### config.mk
export PLATFORM = sky130hd
export DESIGN_NAME = uvs_front
export DESIGN_NICKNAME = d
export VERILOG_FILES = /design/src/sv/uvs_pkg.sv /design/src/sv/uvs_front.sv
export SDC_FILE = /design/constraint.sdc
export NUM_CORES = 1
export LEC_CHECK = 0
export BUFFER_PORTS_ARGS = -buffer_cell sky130_fd_sc_hd__buf_2
export CORE_AREA = 8 8 61 63
export DETAILED_ROUTE_END_ITERATION = 16
export DIE_AREA = 0 0 69 71
export PLACE_DENSITY_LB_ADDON = 0.2
export SETUP_SLACK_MARGIN = 0.2
export SLEW_MARGIN = 20
export SYNTH_ARGS = -nofsm -noshare
export SYNTH_HDL_FRONTEND = slang
export SYNTH_SLANG_ARGS = --single-unit
### constraint.sdc
create_clock -name vclk -period 1.65
set_input_delay 0 -clock vclk [all_inputs]
set_output_delay 0 -clock vclk [all_outputs]
set_load 0.02 [all_outputs]
### src/sv/uvs_pkg.sv
`default_nettype none
package uvs_pkg;

  // Band limits and fixed-point constants.
  localparam int MAX_BANDS    = 128;
  localparam int MIN_BANDS    = 3;
  localparam int CORDIC_STEPS = 16;
  localparam int BAND_W       = 8;
  localparam int IDX_W        = 8;
  localparam int RAD_W        = 16;
  localparam int ONE_Q14      = 16384;
  localparam int RADIUS_MAX   = 40960;
  localparam int GAIN_Q30     = 652032874;

  // Divider: one quotient bit per stage over the whole numerator.
  localparam int DIV_W   = 40;
  localparam int REM_W   = BAND_W - 1;

  // CORDIC datapath width (Q2.30 with headroom) and pipeline depth.
  localparam int CW          = 34;
  localparam int CORDIC_LAT  = CORDIC_STEPS + 2;

  // Queue between the front and the back.
  localparam int QDEPTH = 4;
  localparam int QPTR_W = $clog2(QDEPTH);

  localparam logic [31:0] ATAN_TURNS [24] = '{
    32'h20000000, 32'h12E4051D, 32'h09FB385B, 32'h051111D4, 32'h028B0D43, 32'h0145D7E1,
    32'h00A2F61E, 32'h00517C55, 32'h0028BE53, 32'h00145F2E, 32'h000A2F98, 32'h000517CC,
    32'h00028BE6, 32'h000145F3, 32'h0000A2F9, 32'h0000517C, 32'h000028BE, 32'h0000145F,
    32'h00000A2F, 32'h00000517, 32'h0000028B, 32'h00000145, 32'h000000A2, 32'h00000051
  };

  // Register indexes on the configuration port.
  typedef enum logic [1:0] {
    REG_LAT_BANDS = 2'd0,
    REG_LON_BANDS = 2'd1,
    REG_RADIUS    = 2'd2,
    REG_NONE      = 2'd3
  } reg_idx_t;

  typedef struct packed {
    logic [BAND_W-1:0] lat_bands;
    logic [BAND_W-1:0] lon_bands;
    logic [RAD_W-1:0]  radius;
  } cfg_t;

  // One classified lattice point with the settings in force.
  typedef struct packed {
    logic [IDX_W-1:0]  lat;
    logic [IDX_W-1:0]  lon;
    logic [BAND_W-1:0] lb;
    logic [BAND_W-1:0] ob;
    logic [RAD_W-1:0]  radius;
    logic              clamped;
  } item_t;

  // Sideband that travels beside the divider lanes.
  typedef struct packed {
    logic [RAD_W-1:0] radius;
    logic             clamped;
  } dside_t;

  // Sideband that travels beside the CORDIC lanes.
  typedef struct packed {
    logic [RAD_W-1:0] radius;
    logic             clamped;
    logic [14:0]      tex_u;
    logic [14:0]      tex_v;
  } cside_t;

endpackage
`default_nettype wire

### src/sv/uvs_front.sv
`default_nettype none
module uvs_front (
  input  var uvs_pkg::cfg_t              cfg,
  input  wire logic [uvs_pkg::IDX_W-1:0] lat_index,
  input  wire logic [uvs_pkg::IDX_W-1:0] lon_index,
  output uvs_pkg::item_t                 item
);

  logic [uvs_pkg::BAND_W-1:0] lb;
  logic [uvs_pkg::BAND_W-1:0] ob;
  logic [uvs_pkg::RAD_W-1:0]  rad;
  logic lat_over;
  logic lon_over;

  // Band counts in use and the radius limit.
  always_comb begin
    if (cfg.lat_bands < uvs_pkg::BAND_W'(uvs_pkg::MIN_BANDS)) begin
      lb = uvs_pkg::BAND_W'(uvs_pkg::MIN_BANDS);
    end else if (cfg.lat_bands > uvs_pkg::BAND_W'(uvs_pkg::MAX_BANDS)) begin
      lb = uvs_pkg::BAND_W'(uvs_pkg::MAX_BANDS);
    end else begin
      lb = cfg.lat_bands;
    end
    if (cfg.lon_bands < uvs_pkg::BAND_W'(uvs_pkg::MIN_BANDS)) begin
      ob = uvs_pkg::BAND_W'(uvs_pkg::MIN_BANDS);
    end else if (cfg.lon_bands > uvs_pkg::BAND_W'(uvs_pkg::MAX_BANDS)) begin
      ob = uvs_pkg::BAND_W'(uvs_pkg::MAX_BANDS);
    end else begin
      ob = cfg.lon_bands;
    end
    if (cfg.radius > uvs_pkg::RAD_W'(uvs_pkg::RADIUS_MAX)) begin
      rad = uvs_pkg::RAD_W'(uvs_pkg::RADIUS_MAX);
    end else begin
      rad = cfg.radius;
    end
  end

  // Clamp indices that run past their band count.
  always_comb begin
    lat_over     = lat_index > lb;
    lon_over     = lon_index > ob;
    item.lat     = lat_over ? lb : lat_index;
    item.lon     = lon_over ? ob : lon_index;
    item.lb      = lb;
    item.ob      = ob;
    item.radius  = rad;
    item.clamped = lat_over | lon_over;
  end

endmodule
`default_nettype wire

Word-level counts from Yosys, hierarchy flattened
Cells that the tools add are included.
{ "word_totals": {"ff_bits": 0, "wordCells": 15, "output_inout_bits": 49} }
{ "classes": {"mux": 7, "bitwise_logic": 1, "order_cmp": 7} }
{ "ops": {"columns": ["op", "n"], "rows": [
  ["8-bit two-way mux", 6],
  ["16-bit > comparator, second input constant", 1],
  ["8-bit > comparator", 2],
  ["8-bit > comparator, second input constant", 2],
  ["8-bit by 2-bit < comparator with 1-bit output, second input constant", 2],
  ["16-bit two-way mux", 1],
  ["1-bit bitwise OR", 1]
]} }

Depth between registers and ports, before layout
Gate-level depths: netlist (run 1).
{ "depth": {"ltp_word": 5, "mapped_depth": 10} }

Worst setup path after synthesis (run 1)
Ideal clock, no wire load.
{ "synth_path": {"kind": "input port to output port", "from": "in cfg[26] in the netlist's numbering", "to": "out item[41] in the netlist's numbering", "t_required_ps": 1650, "setup_slack_ps": -545, "n_path_buf": 0, "stages": 10, "arrival_ps": 2195, "path_cell_list": "nor3_1 nand2_1 a21oi_1 inv_1 ha_1 nor2b_1 o211ai_2 a21oi_2 o31ai_4 mux2_2"} }
{ "synth_lines": {"columns": ["item", "line_no", "text"], "rows": [
  ["start, declared", "uvs_front.sv:3", "input var uvs_pkg::cfg_t cfg,"],
  ["end, declared", "uvs_front.sv:6", "output uvs_pkg::item_t item"]
]} }

==> reports/qor.csv, run 1 <==
stage;metric;value;unit
detailed_routing;DRC errors left;0;
placed_design;worst slack at placement;-509.9;ps
floorplanning;Floorplan Core Area;2853;um^2
worst_setup_path;Setup crit end kind;primary output;
worst_setup_path;kind of critical path;input port to primary output;
layout;layout sequential cell count;0;
timing;share of the cycle needed by the critical path after routing;1.228;
timing;RSZ-0062 raised after global routing;yes;
worst_setup_path;WP data arrival;2030;ps
global_routing;antenna violations before repair;0;
layout;Nets;313;
timing;Final Slew Violations;0;
timing;least setup slack across all paths after layout;-375.4;ps
global_routing;GRT Total Usage;0.1401;
placed_design;count of port buffers added during placement;97;
floorplanning;I/O pin cnt;97;
layout;antenna diode count;0;
synthesis;Yosys Warn Count;0;
placed_design;final weighted congestion of routability-driven global placement;0.7858;
run_status;violations in the final reports;negative setup slack;
layout;area occupied by registers;0;um^2
floorplanning;number of placement rows;20;
detailed_routing;number of optimization iterations in the first detailed-route pass;4;
layout;share of cells above drive strength 1;0.6923;
timing;Slew HR;0.7952;
global_routing;pin count of the biggest net entering global routing;15;
synthesis;cell with the most instances after synthesis;inv_1;
power_and_ir_drop;leakage power total;1.145;nW
timing;post-route worst hold slack;255.4;ps
timing;post-layout min period;2025;ps
synthesis;most frequent cells after synthesis;inv_1, ha_1, mux2_2;
synthesis;top post-synthesis cells by area;ha_1, mux2_2, and2_1;
clocking;cts hold-fix bufs;0;
layout;Layout fillers;238;
worst_setup_path;critical path data required time;1650;ps
worst_setup_path;launching element type of the critical path;input port;
synthesis;number of nets in the synthesized netlist;185;
synthesis;Synth Area per Inst;7.145;um^2
floorplanning;area enclosed by the die boundary;4899;um^2
synthesis;area of the mapped netlist;864.6;um^2
power_and_ir_drop;post-route total power;0.0008090;W
detailed_routing;vias per inst;4.596;
global_routing;number of global-route vias before repair;1373;
synthesis;largest area contributor in the synthesized netlist;ha_1;
layout;clock buffer count in the final layout;0;
run;Max Cap Violations;0;
power_and_ir_drop;peak supply drop;247.3;uV
timing;setup TNS;-5377;ps
detailed_routing;WL final;3.761;mm
worst_hold_path;Hold Path Stages;2;
timing;Least-Margin Pin Slew;304.4;ps
synthesis;Cells after Synth;121;
placed_design;detailed placement HPWL;3.252;mm
global_routing;final global-route overflow total;0;
power_and_ir_drop;power per unit of standard cell area;410.0;nW/um^2
timing;fmax;0.4937;GHz
floorplanning;vertical die dimension;71;um
worst_hold_path;path type of the worst min-delay path;input port to primary output;
timing;number of failing hold endpoints at the final stage;0;
run_status;result of the run;finished with violations;
floorplanning;starting density of the core;0.3031;
placed_design;Area after DPL;1689;um^2
detailed_routing;DRT antenna net count;0;
worst_hold_path;hold worst-path end;item[16];
layout;combined area of the multi-input logic cells;950.9;um^2
synthesis;part of the Yosys area used for sequential elements;0;
floorplanning;die width;69;um
synthesis;Cell variety after synth;20;
worst_setup_path;largest fanout on the critical path;3;
detailed_routing;routed length per instance;13.43;um
detailed_routing;Starting DRT DRC Count;19;
layout;final design instance area without fill;1973;um^2
synthesis;post-synth top area share;0.2315;
worst_hold_path;launch point of the worst hold path;cfg[15];
detailed_routing;total vias in the final route;1287;
timing;total of endpoints with negative setup slack in the final report;17;
layout;synthesis-to-finish area growth;128.2;%
global_routing;wire length of the first global-routing pass;6.168;mm
[metrics by stage]
stage	utilization	cells
after floorplan	-	121
after global placement	0.5921	275
after detailed placement	0.5921	275
after CTS	0.6838	278
after global routing	0.6917	280
final	0.6917	280
[critical path, cell delays in order]
cell,delay [ps]
buf_8,100
nor3_4,170
nand2_2,110
a21oi_4,170
inv_2,50
ha_4,210
nor2b_4,120
o211ai_2,150
a21oi_2,90
o31ai_4,250
buf_6,170
mux2_4,300
buf_6,130
[what timing repair did]
action | in CTS | in global routing
setup endpoints to repair | 17 | 17
pin swaps | 15 | 7
resized for setup | 65 | 2
buffers inserted | 3 | 2
[kinds of logic after synthesis]
logic type,after synthesis,share of synthesized area
fa+ha+maj,16,0.2315
buf+inv,25,0.1085
compound gates,18,0.1780
simple gates,46,0.2735
mux,16,0.2084
[power by group]
part | total (W) | leakage, nW | switching (W) | internal [W]
registers | 0 | 0 | 0 | 0
clock network | 0 | 0 | 0 | 0
logic | 0.000809 | 1.14 | 0.000379 | 0.000431
total | 0.000809 | 1.14 | 0.000379 | 0.000431
[cell type report]
cell class	count	area share
Multi-Input combinational cell	96	0.4819
Timing Repair Buffer	130	0.4572
Inverter	21	0.03995
Tap cell	33	0.02093
[routing by layer]
metal,vias up,routed length (um),global-route usage
met5,-,0,0
met1,580,1403,0.1482
met4,0,0,0.004556
met2,39,2137,0.2828
li1,668,-,-
met3,0,221,0.03217
[worst max-delay path by stage]
stage / startpoint / end / slack, ps / cells after the start
finish: cfg[18] / item[38] / -380 / 13
global route: cfg[18] / item[38] / -460 / 13
CTS: cfg[22] / item[38] / -490 / 13
detailed placement: cfg[19] / item[38] / -510 / 13
global placement: cfg[19] / item[38] / -500 / 13
floorplan: cfg[26] / item[41] / -380 / 10
[placed cells by master (no fill, tap or decap), drive strengths merged]
cell / n
a41oi: 1
a211oi: 2
nand4: 4
nor2b: 3
nor3: 3
o31ai: 2
o21ai: 3
o211ai: 2
nor2: 5
buf: 130
nor4: 2
nand2: 14
mux2: 16
a21oi: 8
and2: 13
inv: 21
ha: 16
or2: 2
No activity file was read; power rests on OpenSTA's default activity.
==> inputs of run 2 (changes only) <==
Settings changed: ABC_CLOCK_PERIOD_IN_PS from default to 1650, PLACE_DENSITY from default to 0.78, PLACE_DENSITY_LB_ADDON 0.2 to default.
==> run 2 against run 1 <==
The flow still finishes with violations (negative setup slack). Final cell count down 1.8%. Via count grew 0.93%. Setup slack lost 14 ps. Critical endpoint is now item[40]. Fmax fell by 0.70%. Combinational power is 2% lower.
==> reports/qor.csv, run 2 (synthesized netlist as in run 1, its figures left out) <==
stage;metric;value;unit
layout;clock buffer count in the final layout;0;
floorplanning;area enclosed by the die boundary;4899;um^2
global_routing;number of global-route vias before repair;1427;
run;Max Cap Violations;0;
power_and_ir_drop;Sw Share;0.4791;
worst_setup_path;kind of critical path;input port to primary output;
layout;antenna diode count;0;
layout;combined area of the multi-input logic cells;950.9;um^2
worst_setup_path;most frequent cell on the critical path;buf_6;
floorplanning;number of placement rows;20;
layout;layout sequential cell count;0;
worst_setup_path;launching element type of the critical path;input port;
timing;share of the cycle needed by the critical path after routing;1.236;
worst_hold_path;Hold Path Stages;2;
global_routing;GRT met1 Usage;0.1360;
placed_design;worst slack at placement;-533.1;ps
layout;Layout fillers;254;
power_and_ir_drop;Internal Pwr Total;0.0004116;W
power_and_ir_drop;peak supply drop;303.1;uV
worst_setup_path;WP data arrival;2040;ps
worst_setup_path;largest fanout on the critical path;4;
power_and_ir_drop;net switching component of the power;0.0003786;W
timing;post-layout min period;2040;ps
layout;commonest non-fill, non-tap cell in the layout;buf_2;
global_routing;pin count of the biggest net entering global routing;15;
run_status;result of the run;finished with violations;
timing;Slew HR;0.8021;
layout;Nets;308;
detailed_routing;routed length per instance;14.56;um
floorplanning;die width;69;um
timing;least setup slack across all paths after layout;-389.6;ps
timing;Least-Margin Pin Slew;294.1;ps
floorplanning;I/O pin cnt;97;
power_and_ir_drop;portion of total power attributed to the clock network;0;
worst_hold_path;path type of the worst min-delay path;input port to primary output;
run_status;violations in the final reports;negative setup slack;
global_routing;met3 Usage GRT;0.03497;
floorplanning;starting density of the core;0.3031;
timing;total of endpoints with negative setup slack in the final report;17;
power_and_ir_drop;sequential share of power;0;
layout;commonest cells after routing, fill and taps aside;buf_2, buf_6, buf_4;
detailed_routing;Starting DRT DRC Count;17;
global_routing;final global-route overflow total;0;
detailed_routing;WL final;4.004;mm
layout;share of cells above drive strength 1;0.6860;
global_routing;antenna violations before repair;0;
placed_design;count of port buffers added during placement;97;
global_routing;wire length of the first global-routing pass;6.499;mm
layout;area occupied by registers;0;um^2
power_and_ir_drop;combinational group share of total power;1.000;
floorplanning;Floorplan Core Area;2853;um^2
floorplanning;vertical die dimension;71;um
worst_setup_path;critical path data required time;1650;ps
detailed_routing;DRT antenna net count;0;
clocking;cts hold-fix bufs;0;
timing;number of failing hold endpoints at the final stage;0;
timing;RSZ-0062 raised after global routing;yes;
timing;Final Slew Violations;0;
detailed_routing;vias per inst;4.724;
layout;fraction of the core area covered by cells at the end of the flow;0.6746;
global_routing;busiest layer in global routing;met2;
power_and_ir_drop;post-route total power;0.0007902;W
placed_design;detailed placement HPWL;3.360;mm
global_routing;GRT Total Usage;0.1483;
worst_setup_path;critical path's slowest cell;mux2_4;
power_and_ir_drop;leakage power total;1.117;nW
timing;fmax;0.4903;GHz
placed_design;final weighted congestion of routability-driven global placement;0.7434;
detailed_routing;DRC errors left;0;
layout;synthesis-to-finish area growth;122.6;%
detailed_routing;number of optimization iterations in the first detailed-route pass;4;
worst_setup_path;peak per-stage delay on the critical path;300;ps
detailed_routing;total vias in the final route;1299;
global_routing;routing usage on met2;0.3207;
worst_setup_path;critical-path cell list;buf_6 > nor3_4 > nand2_2 > a21oi_4 > inv_2 > ha_4 > nor2b_4 > o211ai_2 > a21oi_2 > o31ai_4 > buf_6 > mux2_4 > buf_6;
power_and_ir_drop;power per unit of standard cell area;410.6;nW/um^2
worst_setup_path;Setup crit end kind;primary output;
-- run 2: worst paths after layout --
kind | to | start
hold / removal | item[16] | cfg[15]
setup / recovery | item[40] | cfg[19]
-- run 2: final cells by class --
| type | count | share of cell area |
|---|---|---|
| Multi-Input combinational cell | 96 | 0.4941 |
| Inverter | 21 | 0.04096 |
| Tap cell | 33 | 0.02146 |
| Timing Repair Buffer | 125 | 0.4434 |
-- run 2: repair_timing --
action	4_1_cts	5_1_grt
setup endpoints to repair	17	17
resized for setup	64	2
pin swaps	14	8
buffers inserted	1	1
-- run 2: through the flow --
step                      instance area [um^2]  std cells  TNS (ps)  hold slack (ps)
after floorplan                          967.2        121     -5729            30.68
after global placement                    1674        273     -7085            249.4
after detailed placement                  1674        273     -8074            258.5
after CTS                                 1911        274     -7534            257.3
after global routing                      1924        275     -7397            265.6
final                                     1924        275     -6086            255.8
-- run 2: critical path, delay by kind of cell --
kind                       cells  cell delay (ps)
AOI/OAI and AO/OA              4              650
buffers and inverters          4              460
and+or+nand+nor                3              390
muxes                          1              300
adders and majority gates      1              210
-- run 2: routing by layer --
layer | part of all wire | vias up
met5 | 0 | -
met4 | 0.011 | 0
met3 | 0.062 | 4
met2 | 0.58 | 44
met1 | 0.34 | 592
li1 | - | 659
-- run 2: power by group through the flow --
stage          clock [W]  sequential [W]  combinational [W]
2_1_floorplan          0               0           0.000386
3_3_place_gp           0               0           0.000640
3_5_place_dp           0               0           0.000652
4_1_cts                0               0           0.000786
5_1_grt                0               0           0.000845
6_report               0               0           0.000790
