$ cat src/sv/uvs_pkg.sv
`default_nettype none
package uvs_pkg;

  // Band limits and fixed-point constants.
  localparam int MAX_BANDS    = 128;
  localparam int MIN_BANDS    = 3;
  localparam int CORDIC_STEPS = 16;
  localparam int BAND_W       = 8;
  localparam int IDX_W        = 8;
  localparam int RAD_W        = 16;
  localparam int ONE_Q14      = 16384;
  localparam int RADIUS_MAX   = 40960;
  localparam int GAIN_Q30     = 652032874;

  // Divider: one quotient bit per stage over the whole numerator.
  localparam int DIV_W   = 40;
  localparam int REM_W   = BAND_W - 1;

  // CORDIC datapath width (Q2.30 with headroom) and pipeline depth.
  localparam int CW          = 34;
  localparam int CORDIC_LAT  = CORDIC_STEPS + 2;

  // Queue between the front and the back.
  localparam int QDEPTH = 4;
  localparam int QPTR_W = $clog2(QDEPTH);

  localparam logic [31:0] ATAN_TURNS [24] = '{
    32'h20000000, 32'h12E4051D, 32'h09FB385B, 32'h051111D4, 32'h028B0D43, 32'h0145D7E1,
    32'h00A2F61E, 32'h00517C55, 32'h0028BE53, 32'h00145F2E, 32'h000A2F98, 32'h000517CC,
    32'h00028BE6, 32'h000145F3, 32'h0000A2F9, 32'h0000517C, 32'h000028BE, 32'h0000145F,
    32'h00000A2F, 32'h00000517, 32'h0000028B, 32'h00000145, 32'h000000A2, 32'h00000051
  };

  // Register indexes on the configuration port.
  typedef enum logic [1:0] {
    REG_LAT_BANDS = 2'd0,
    REG_LON_BANDS = 2'd1,
    REG_RADIUS    = 2'd2,
    REG_NONE      = 2'd3
  } reg_idx_t;

  typedef struct packed {
    logic [BAND_W-1:0] lat_bands;
    logic [BAND_W-1:0] lon_bands;
    logic [RAD_W-1:0]  radius;
  } cfg_t;

  // One classified lattice point with the settings in force.
  typedef struct packed {
    logic [IDX_W-1:0]  lat;
    logic [IDX_W-1:0]  lon;
    logic [BAND_W-1:0] lb;
    logic [BAND_W-1:0] ob;
    logic [RAD_W-1:0]  radius;
    logic              clamped;
  } item_t;

  // Sideband that travels beside the divider lanes.
  typedef struct packed {
    logic [RAD_W-1:0] radius;
    logic             clamped;
  } dside_t;

  // Sideband that travels beside the CORDIC lanes.
  typedef struct packed {
    logic [RAD_W-1:0] radius;
    logic             clamped;
    logic [14:0]      tex_u;
    logic [14:0]      tex_v;
  } cside_t;

endpackage
`default_nettype wire

$ cat src/sv/uvs_fifo.sv
`default_nettype none
module uvs_fifo (
  input  wire logic     clk,
  input  wire logic     rst,
  input  wire logic     push,
  input  var uvs_pkg::item_t wdata,
  output logic          full,
  input  wire logic     pop,
  output logic          empty,
  output uvs_pkg::item_t rdata
);

  uvs_pkg::item_t mem [uvs_pkg::QDEPTH];
  logic [uvs_pkg::QPTR_W-1:0] wptr;
  logic [uvs_pkg::QPTR_W-1:0] rptr;
  logic [uvs_pkg::QPTR_W:0]   count;

  assign full  = count == (uvs_pkg::QPTR_W+1)'(uvs_pkg::QDEPTH);
  assign empty = count == '0;
  assign rdata = mem[rptr];

  // Pointers and fill count.
  always_ff @(posedge clk) begin
    if (rst) begin
      wptr  <= '0;
      rptr  <= '0;
      count <= '0;
    end else begin
      if (push) wptr <= wptr + 1'b1;
      if (pop) rptr <= rptr + 1'b1;
      count <= count + (uvs_pkg::QPTR_W+1)'(push) - (uvs_pkg::QPTR_W+1)'(pop);
    end
  end

  // Entry storage.
  always_ff @(posedge clk) begin
    if (push) mem[wptr] <= wdata;
  end

endmodule
`default_nettype wire

$ cat config.mk
export PLATFORM = sky130hd
export DESIGN_NAME = uvs_fifo
export DESIGN_NICKNAME = d
export VERILOG_FILES = /design/src/sv/uvs_pkg.sv /design/src/sv/uvs_fifo.sv
export SDC_FILE = /design/constraint.sdc
export NUM_CORES = 1
export LEC_CHECK = 0
export ABC_AREA = 1
export ABC_CLOCK_PERIOD_IN_PS = 2000
export BUFFER_PORTS_ARGS = -buffer_cell sky130_fd_sc_hd__clkbuf_2
export CAP_MARGIN = 0
export CELL_PAD_IN_SITES_DETAIL_PLACEMENT = 1
export CELL_PAD_IN_SITES_GLOBAL_PLACEMENT = 2
export CORE_MARGIN = 1
export CORE_UTILIZATION = 36
export DETAILED_ROUTE_END_ITERATION = 8
export HOLD_SLACK_MARGIN = 0.05
export PLACE_DENSITY_LB_ADDON = 0.3
export SYNTH_ARGS = -nofsm -noshare
export SYNTH_HDL_FRONTEND = slang
export SYNTH_SLANG_ARGS = --single-unit
$ cat constraint.sdc
create_clock -name clk -period 2 [get_ports clk]
set_clock_uncertainty 0.1 [all_clocks]
set_input_delay 0.1 -clock clk [delete_from_list [all_inputs] [get_ports clk]]
set_output_delay 0.1 -clock clk [all_outputs]
set_load 0.02 [all_outputs]
# After elaboration in Yosys (flattened, before gate mapping)
# Memory sizes are Yosys's and may differ from the RTL's. A register that Yosys moved wholly into a read port is not among the register bits.
# Index checks and enable logic that the tools add are counted.
# totals
regBits	7
ramBits	196
romBits	0
word_cells	14
output_inout_bits	51
n_memories	1
latch_bits	0
input_bits	53
# op_classes
n_mux	4
bitwise_logic	0
n_lt_le_gt_ge	0
add_sub_neg	4
mul	0
eq_ne	1
div	0
n_reduce_logical	1
shifts	0
# mem_list
name	words	width	rd	rd_ports_with_merged_regs	write_ports	line	rtl
mem	4	49	1	1	1	uvs_fifo.sv:13	uvs_pkg::item_t mem [uvs_pkg::QDEPTH];
# ops
op	count
2-bit by 1-bit adder with 2-bit output, second input constant	2
2-bit 2-to-1 mux	2
3-bit by 1-bit adder with 3-bit output	1
3-bit equality test, second input constant	1
3-bit zero test	1
3-bit by 1-bit subtractor with 3-bit output	1
1-bit 2-to-1 mux	2

# Longest topological paths before layout
# Gate-level depths: netlist of the first run.
# depth
ltp_word	3
ltp_mapped	9
depth_no_buf	9

# Worst setup path before layout of the first run
# No wires, ideal clock.
# synth_path
path_type	reg2reg
start	reg wptr[0] (netlist name)
end	mem mem[2][0] (netlist name) (enable)
setup_ns	0.403
t_required_ns	1.497
period_less_slack_ns	2.050
setup_slack_ns	-0.050
n_path_buf	0
stages_incl_launch_ff	5
arrival_ns	1.546
cell_sequence	dfxtp_1 inv_1 ha_1 nand2_1 inv_1
# synth_lines
element	line	rtl
from (decl)	uvs_fifo.sv:14	logic [uvs_pkg::QPTR_W-1:0] wptr;
from (signal assigned)	uvs_fifo.sv:29	if (push) wptr <= wptr + 1'b1;
to (decl)	uvs_fifo.sv:13	
# Straight into the memory's write port.

==> metrics.md, run 1 <==
| Metric | Value |
|---|---|
| YS warnings | 0 |
| Fin util | 0.4668 |
| Vias in the first global route | between 5,000 and 6,000 |
| Starting Density | 0.3704 |
| Routed WL | 18,080 µm |
| Most used cell, CP | nand2_1 |
| Crit-path max cell delay | roughly 460 ps |
| Critical Path RT | 1800 ps |
| VDD IR max | about 530 µV |
| DIE HEIGHT | ~150 µm |
| Bufs on Longest Clock Path | 3 |
| Port bufs | 103 |
| GR Util All Layers | 0.1605 |
| Fin. max-slew vios | 0 |
| Critical path endpoint category | output port |
| Layout fillers | 2,289 |
| Row count | 54 |
| Routed len/inst | roughly 17 µm |
| Synth top area share | 0.7215 |
| I/O pins | around 100 |
| Vias | 5,220 |
| Final-stage net count | around 860 |
| Worst Reg2Reg Path Length in Cells | 7 |
| Remaining DRCs | 5 |
| Slew margin rel. | 0.7195 |
| Gate Count Post-Synth | ~630 |
| CTS tree | done |
| Largest net degree at the start of global routing | 52 |
| Worst r2r src | count[0]$_SDFF_PP0_ |
| Sequential area share after synthesis | 0.7436 |
| Hold path startpoint | rst |
| Leading post-synthesis cells by cell area | edfxtp_1 (72%), inv_1 (5.3%), nand2_1 (4.9%) |
| Mapped Area | roughly 0.0082 mm² |
| Highest-delay cell along the critical path | dfxtp_4 |
| Power Density | around 960 mW/mm² |
| Finish-stage setup viols | 0 |
| Routed Antenna Nets | 0 |
| Worst-path clk slew | 60 ps |
| First-pass GRT wire length | about 29,000 µm |
| Critical Path AT | between 1500 and 2000 ps |
| CP Class | register to output port |
| Post-synth top area cell | edfxtp_1 |
| Detailed Place HPWL | roughly 11,000 µm |
| Full die area | roughly 0.023 mm² |
| Period utilization | 0.9462 |
| Layout cells sized above 1 | 0.1938 |
| GPL Wtd Cong | 0.7156 |
| Pre-Repair DR Iteration Count | 6 |
| Setup slack, reg-to-reg | about 160 ps |
| Finished Layout Cells | approximately 1,100 |
| Avg Cell Area, Syn | 12.97 µm² |
| Leakage power | a little over 4 nW |
| Syn Nets | between 600 and 700 |
| CTS H-tree depth | 1 |
| Fmax | 528.4 MHz |
| Worst R2R End | count[0]$_SDFF_PP0_ |
| CP cell instances | buf_12, nand2_1, o211ai_1, nand2_1, clkbuf_2 |
| Max Cap Viol | 0 |
| Number of CTS-inserted buffers | 22 |
| Crit-path max FO | about 50 |
| Clock sinks | ~200 |
| Synth unique cells | 17 |
| Post-DR vias/cell | around 4.8 |
| Slew @ Worst Pin | about 420 ps |
| Antenna fix cells | 0 |
| RSZ-0062 raised after global routing | true |
| Top delay family on crit path | flip-flops |
| Critical path endpoint | rdata[39] |
| Initial antenna violation count | 1 |
| Failing checks | design-rule violations |
| Outcome | finished with violations |
| Number of synthesized register bits | 205 |
| Min-delay worst type | input port to register |
| Initial drt markers | ~270 |
| Minimum clock period after layout | between 1500 and 2000 ps |
| Crit. path cell count | 5 |
| Inst Count DP | 997 |
| Clock latency on the worst-skew pair | 480 ps |
| Cell chosen for the clock root | clkbuf_16 |
| DIE WIDTH | 152.5 µm |
| Core footprint | between 0.02 and 0.025 mm² |
| Remaining Overflow, GRT | 0 |
| Crit start category | register |
| Buf/Inv on CP | 2 |
| Hold Fails Final Rpt | 0 |
| Syn-to-layout area delta | 26.03% |
-- stage by stage --
stage	area [µm²]	setup slack (ps)	total power, mW	setup TNS, ps	hold WS, ps
6_report	10280	107.6	9.904	0	241.0
5_1_grt	10280	-5.283	10.30	-13.12	252.5
4_1_cts	10270	22.19	10.04	0	223.0
3_5_place_dp	9056	273.8	6.173	0	210.0
3_3_place_gp	9056	318.5	6.125	0	205.7
2_1_floorplan	8169	20.20	5.727	0	71.22
-- cell type report --
type                    count  area (µm²)  area share
inverters                 115       442.9     0.04308
clock buffers              30       601.8     0.05854
clock inverters             6       51.30    0.004990
repair buffers            178        1335      0.1299
well taps                 280       350.3     0.03408
flip-flops and latches    205        6073      0.5907
multi-input cells         276        1426      0.1387
-- Yosys cell counts, drive strengths merged --
cell type  count
buf           27
nand2        106
o21ai         53
nor2           4
ha             6
nor3           1
inv          115
nand3          1
clkbuf         6
dfxtp          9
edfxtp       196
fa             1
a21oi         55
o211ai        49
-- layout by cell type (no fill, tap or decap) --
cell           netlist  layout
edfxtp_1           196     196
inv_1              115     111
nand2_1            106     106
clkbuf_2             0     102
a21oi_1             55      55
dlygate4sd3_1        0      53
o211ai_1            49      49
o21ai_0             38      38
clkbuf_16            0      23
o21ai_1             15      15
buf_4                8      10
buf_12               0       9
clkbuf_1             6       7
dfxtp_1              9       7
ha_1                 6       6
nor2_1               4       4
clkinvlp_4           0       3
clkinv_1             0       3
buf_6                9       3
dfxtp_4              0       2
clkinv_2             0       2
nor3_1               1       1
inv_2                0       1
nand3_1              1       1
fa_1                 1       1
bufinv_16            0       1
buf_2               10       1
-- power breakdown --
| group | internal [mW] | switching (mW) |
|---|---|---|
| clock network | 2.21 | 1.52 |
| logic | 0.419 | 0.773 |
| registers | 4.91 | 0.0684 |
-- routing by layer --
metal  vias up  wire length, µm  GRT usage
met5         -                0          0
met4         0              346    0.04329
met3        30              743    0.02787
met2       109             8933     0.2833
met1      2570             8051     0.2035
li1       2511                -          -
-- kinds of logic after synthesis --
family                   after synthesis  synth area share
AO/OA/AOI/OAI                        157            0.1113
AND/OR/NAND/NOR                      112           0.05184
flip-flops                           205            0.7436
adder cells (fa/ha/maj)                7           0.01166
buffers and inverters                148           0.08160
-- worst reg2reg max path: stages, from the launching register on --
cell,delay (ps)
dfxtp_1,360
inv_1,60
ha_1,280
inv_1,40
ha_1,260
inv_1,50
nor2_1,30
dlygate4sd3_1,540
-- registers in the layout, indices dropped and copies added, names as in the netlist, named ones only --
| signal | count |
|---|---|
| mem | 196 |
| rptr | 2 |
| wptr | 2 |
| count | 3 |
-- what timing repair did --
item                                   CTS  global route
hold buffers                            53             0
resized for setup                        0             2
setup endpoints to repair               34            10
cloned                                   0             0
endpoints found under the hold margin  205             0
setup buffers                            3             1
-- worst min path at each step --
stage,end,slack (ps),cells past startpoint
CTS,count[1]$_SDFF_PP0_,220,3
floorplan,count[0]$_SDFF_PP0_,70,1
global route,count[1]$_SDFF_PP0_,250,3
global placement,count[1]$_SDFF_PP0_,210,2
detailed placement,count[0]$_SDFF_PP0_,210,2
finish,count[1]$_SDFF_PP0_,240,3
Note: power is estimated with default switching activity, not from simulation.
==> run 2, diff against run 1 <==
Settings changed: ABC_AREA 1 to default, CORE_UTILIZATION 36 to 40.
==> run 2 against run 1 <==
  * The run ends with design-rule violations, negative setup slack left
  * Die area is 17% lower
  * Wire length fell by 12%
  * First-iteration DRC count down 46%
  * Utilization is 8.5 points higher
  * Count of clock-buffer cells in the layout rose by 3
  * Design area down 2.3%
  * Total power up 3.5%
  * Sequential power barely moved
  * Synthesized area down 7.7%
  * Hold slack better by 35 ps
  * Cell count down 33%
  * Largest cell class unchanged
  * Largest power group unchanged
==> metrics.md, run 2 <==
| Metric | Value |
|---|---|
| Outcome | finished with violations |
| Failing checks | design-rule violations, negative setup slack |
| Initial drt markers | 148 |
| Synth async-reset ratio | 0 |
| M1 wire length | ~7000 µm |
| Finish-stage setup viols | 42 |
| Cell chosen for the clock root | clkbuf_16 |
| Leakage power | between 3 and 4 nW |
| GR Util All Layers | 0.1645 |
| Bufs on Longest Clock Path | 3 |
| Syn Nets | around 360 |
| RSZ-0062 raised after global routing | true |
| Port bufs | 103 |
| DIE WIDTH | approximately 140 µm |
| Most frequent cells after synthesis | edfxtp_1 (196), mux4_2 (47), dfxtp_1 (9), ha_1 (6), inv_1 (6) |
| Met3 wire length | between 600 and 700 µm |
| Met2 wire len | approximately 8000 µm |
| Number of CTS-inserted buffers | 23 |
| Period utilization | 1.027 |
| Area of the multi-input gates | 0.001349 mm² |
| EDFF count, synth | roughly 200 |
| Worst-path clk slew | 60 ps |
| GPL Wtd Cong | 0.6894 |
| Row count | 49 |
| Vias | between 3,000 and 4,000 |
| First-pass GRT wire length | around 24,000 µm |
| Gate Count Post-Synth | between 200 and 300 |
| Clock sinks | between 200 and 250 |
| Critical path endpoint category | output port |
| Post-synth top area cell | edfxtp_1 |
| Max Used Layer | met4 |
| Initial antenna violation count | 0 |
| Routed len/inst | around 22 µm |
| Fin. max-slew vios | 0 |
| Pre-Repair DR Iteration Count | 8 |
| Slew @ Worst Pin | approximately 340 ps |
| FF/Latch Area | around 0.0061 mm² |
| Largest net degree at the start of global routing | 34 |
| Full die area | roughly 0.019 mm² |
| Fmax | between 400 and 500 MHz |
| Detailed Place HPWL | 8803 µm |
| Clock latency on the worst-skew pair | 490 ps |
| Synth unique cells | 23 |
| Commonest non-fill, non-tap cell in the layout | edfxtp_1 |
| Worst Reg2Reg Path Length in Cells | 7 |
| Remaining DRCs | 8 |
| I/O pins | 104 |
| Layout fillers | around 1,600 |
| Max Cap Viol | 0 |
| Most frequent cells in the layout | edfxtp_1 (196), clkbuf_2 (61), dlygate4sd3_1 (52), mux4_2 (48), buf_6 (37) |
| Critical Path RT | approximately 1800 ps |
| CTS H-tree depth | 1 |
| Avg Cell Area, Syn | roughly 25 µm² |
| Routed WL | between 15,000 and 20,000 µm |
| Final worst setup slack | -54.46 ps |
| Remaining Overflow, GRT | 0 |
| Crit start category | register |
| Final-stage net count | around 550 |
| Number of synthesized register bits | between 200 and 250 |
| Count leader, synth | edfxtp_1 |
| Reg with most FFs | mem |
| Syn-to-layout area delta | 33.31% |
| Mapped Area | ~0.0075 mm² |
| CP Class | register to output port |
| Starting Density | 0.4136 |
| Finished Layout Cells | 735 |
| Power Density | between 1000 and 1500 mW/mm² |
| Sequential area share after synthesis | 0.8054 |
| Crit-path max FO | 5 |
| Core footprint | around 0.018 mm² |
| Largest regs | mem: 196 flops, count: 3 flops |
| Hold path cells | 2 |
| DIE HEIGHT | about 140 µm |
| YS warnings | 0 |
| Vias in the first global route | 4,143 |
| Hold Slack | around 280 ps |
| Routed Antenna Nets | 0 |
| Dpl ws | 143.5 ps |
| Largest register FFs | ~200 |
| Layout cells sized above 1 | 0.4150 |
| Min-delay worst type | input port to register |
| VDD IR max | around 670 µV |
| Antenna fix cells | 0 |
| Post-DR vias/cell | about 5.0 |
| Final TNS setup | -1002 ps |
| Minimum clock period after layout | between 2000 and 2500 ps |
| Leading post-synthesis cells by cell area | edfxtp_1 (78%), mux4_2 (14%), dfxtp_1 (2.4%) |
| Slew margin rel. | 0.7712 |
| CTS tree | done |
| Top FF cell, synth | edfxtp_1 |
| Hold Fails Final Rpt | 0 |
| Critical Path AT | between 1500 and 2000 ps |
| Synth top area share | 0.7815 |
| Inst Count DP | between 600 and 700 |
-- run 2: per-stage QoR --
stage	power, mW	utilization	instance area, µm²
after floorplan	5.787	-	7536
after global placement	6.158	0.4616	8406
after detailed placement	6.200	0.4616	8406
after CTS	10.19	0.5331	9707
after global routing	10.63	0.5514	10040
final	10.25	0.5514	10040
-- run 2: worst paths after layout --
kind                        startpoint                   end  slack [ps]
setup reg to reg   count[0]$_SDFF_PP0_   count[2]$_SDFF_PP0_         130
hold reg to reg   rptr[1]$_SDFFE_PP0P_              register         450
setup / recovery              register             rdata[13]         -50
hold / removal               wdata[10]  mem[0][10]$_DFFE_PP_         280
-- run 2: repair_timing --
item | CTS | global route
hold buffers | 52 | 0
setup buffers | 2 | 2
resized for setup | 5 | 125
endpoints found under the hold margin | 205 | 0
gates cloned | 2 | 5
setup endpoints to repair | 49 | 49
-- run 2: routing by layer --
| layer | vias to the layer above | global-route usage |
|---|---|---|
| li1 | 1652 | - |
| met1 | 1919 | 0.2136 |
| met2 | 109 | 0.2876 |
| met3 | 25 | 0.02753 |
| met4 | 0 | 0.04386 |
| met5 | - | 0 |
-- run 2: critical path: stages (launching register included) --
cell     delay [ps]
dfxtp_4         380
buf_8           150
buf_16          140
mux4_2          540
buf_6           160
-- run 2: power by group --
part / switching (mW) / total (mW) / internal [mW] / leakage [nW]
Combinational: 0.702 / 1.43 / 0.731 / 1.31
Sequential: 0.0632 / 5.00 / 4.93 / 1.88
Clock: 1.51 / 3.82 / 2.30 / 0.332
-- run 2: cells by family after synthesis --
logic type                 share of synthesized area
adders and majority gates                    0.01263
muxes                                         0.1489
and+or+nand+nor                             0.009968
AOI/OAI and AO/OA                           0.001993
DFF                                           0.8054
xor gates and xnor gates                    0.005483
buffers and inverters                        0.01562
-- run 2: area by class of cell --
type	count	share of cell area
inverter	6	0.002243
multi-input combinational	76	0.1343
tap	229	0.02854
clock inverter	6	0.004985
timing repair buffer	180	0.1621
sequential	205	0.6047
clock buffer	33	0.06306
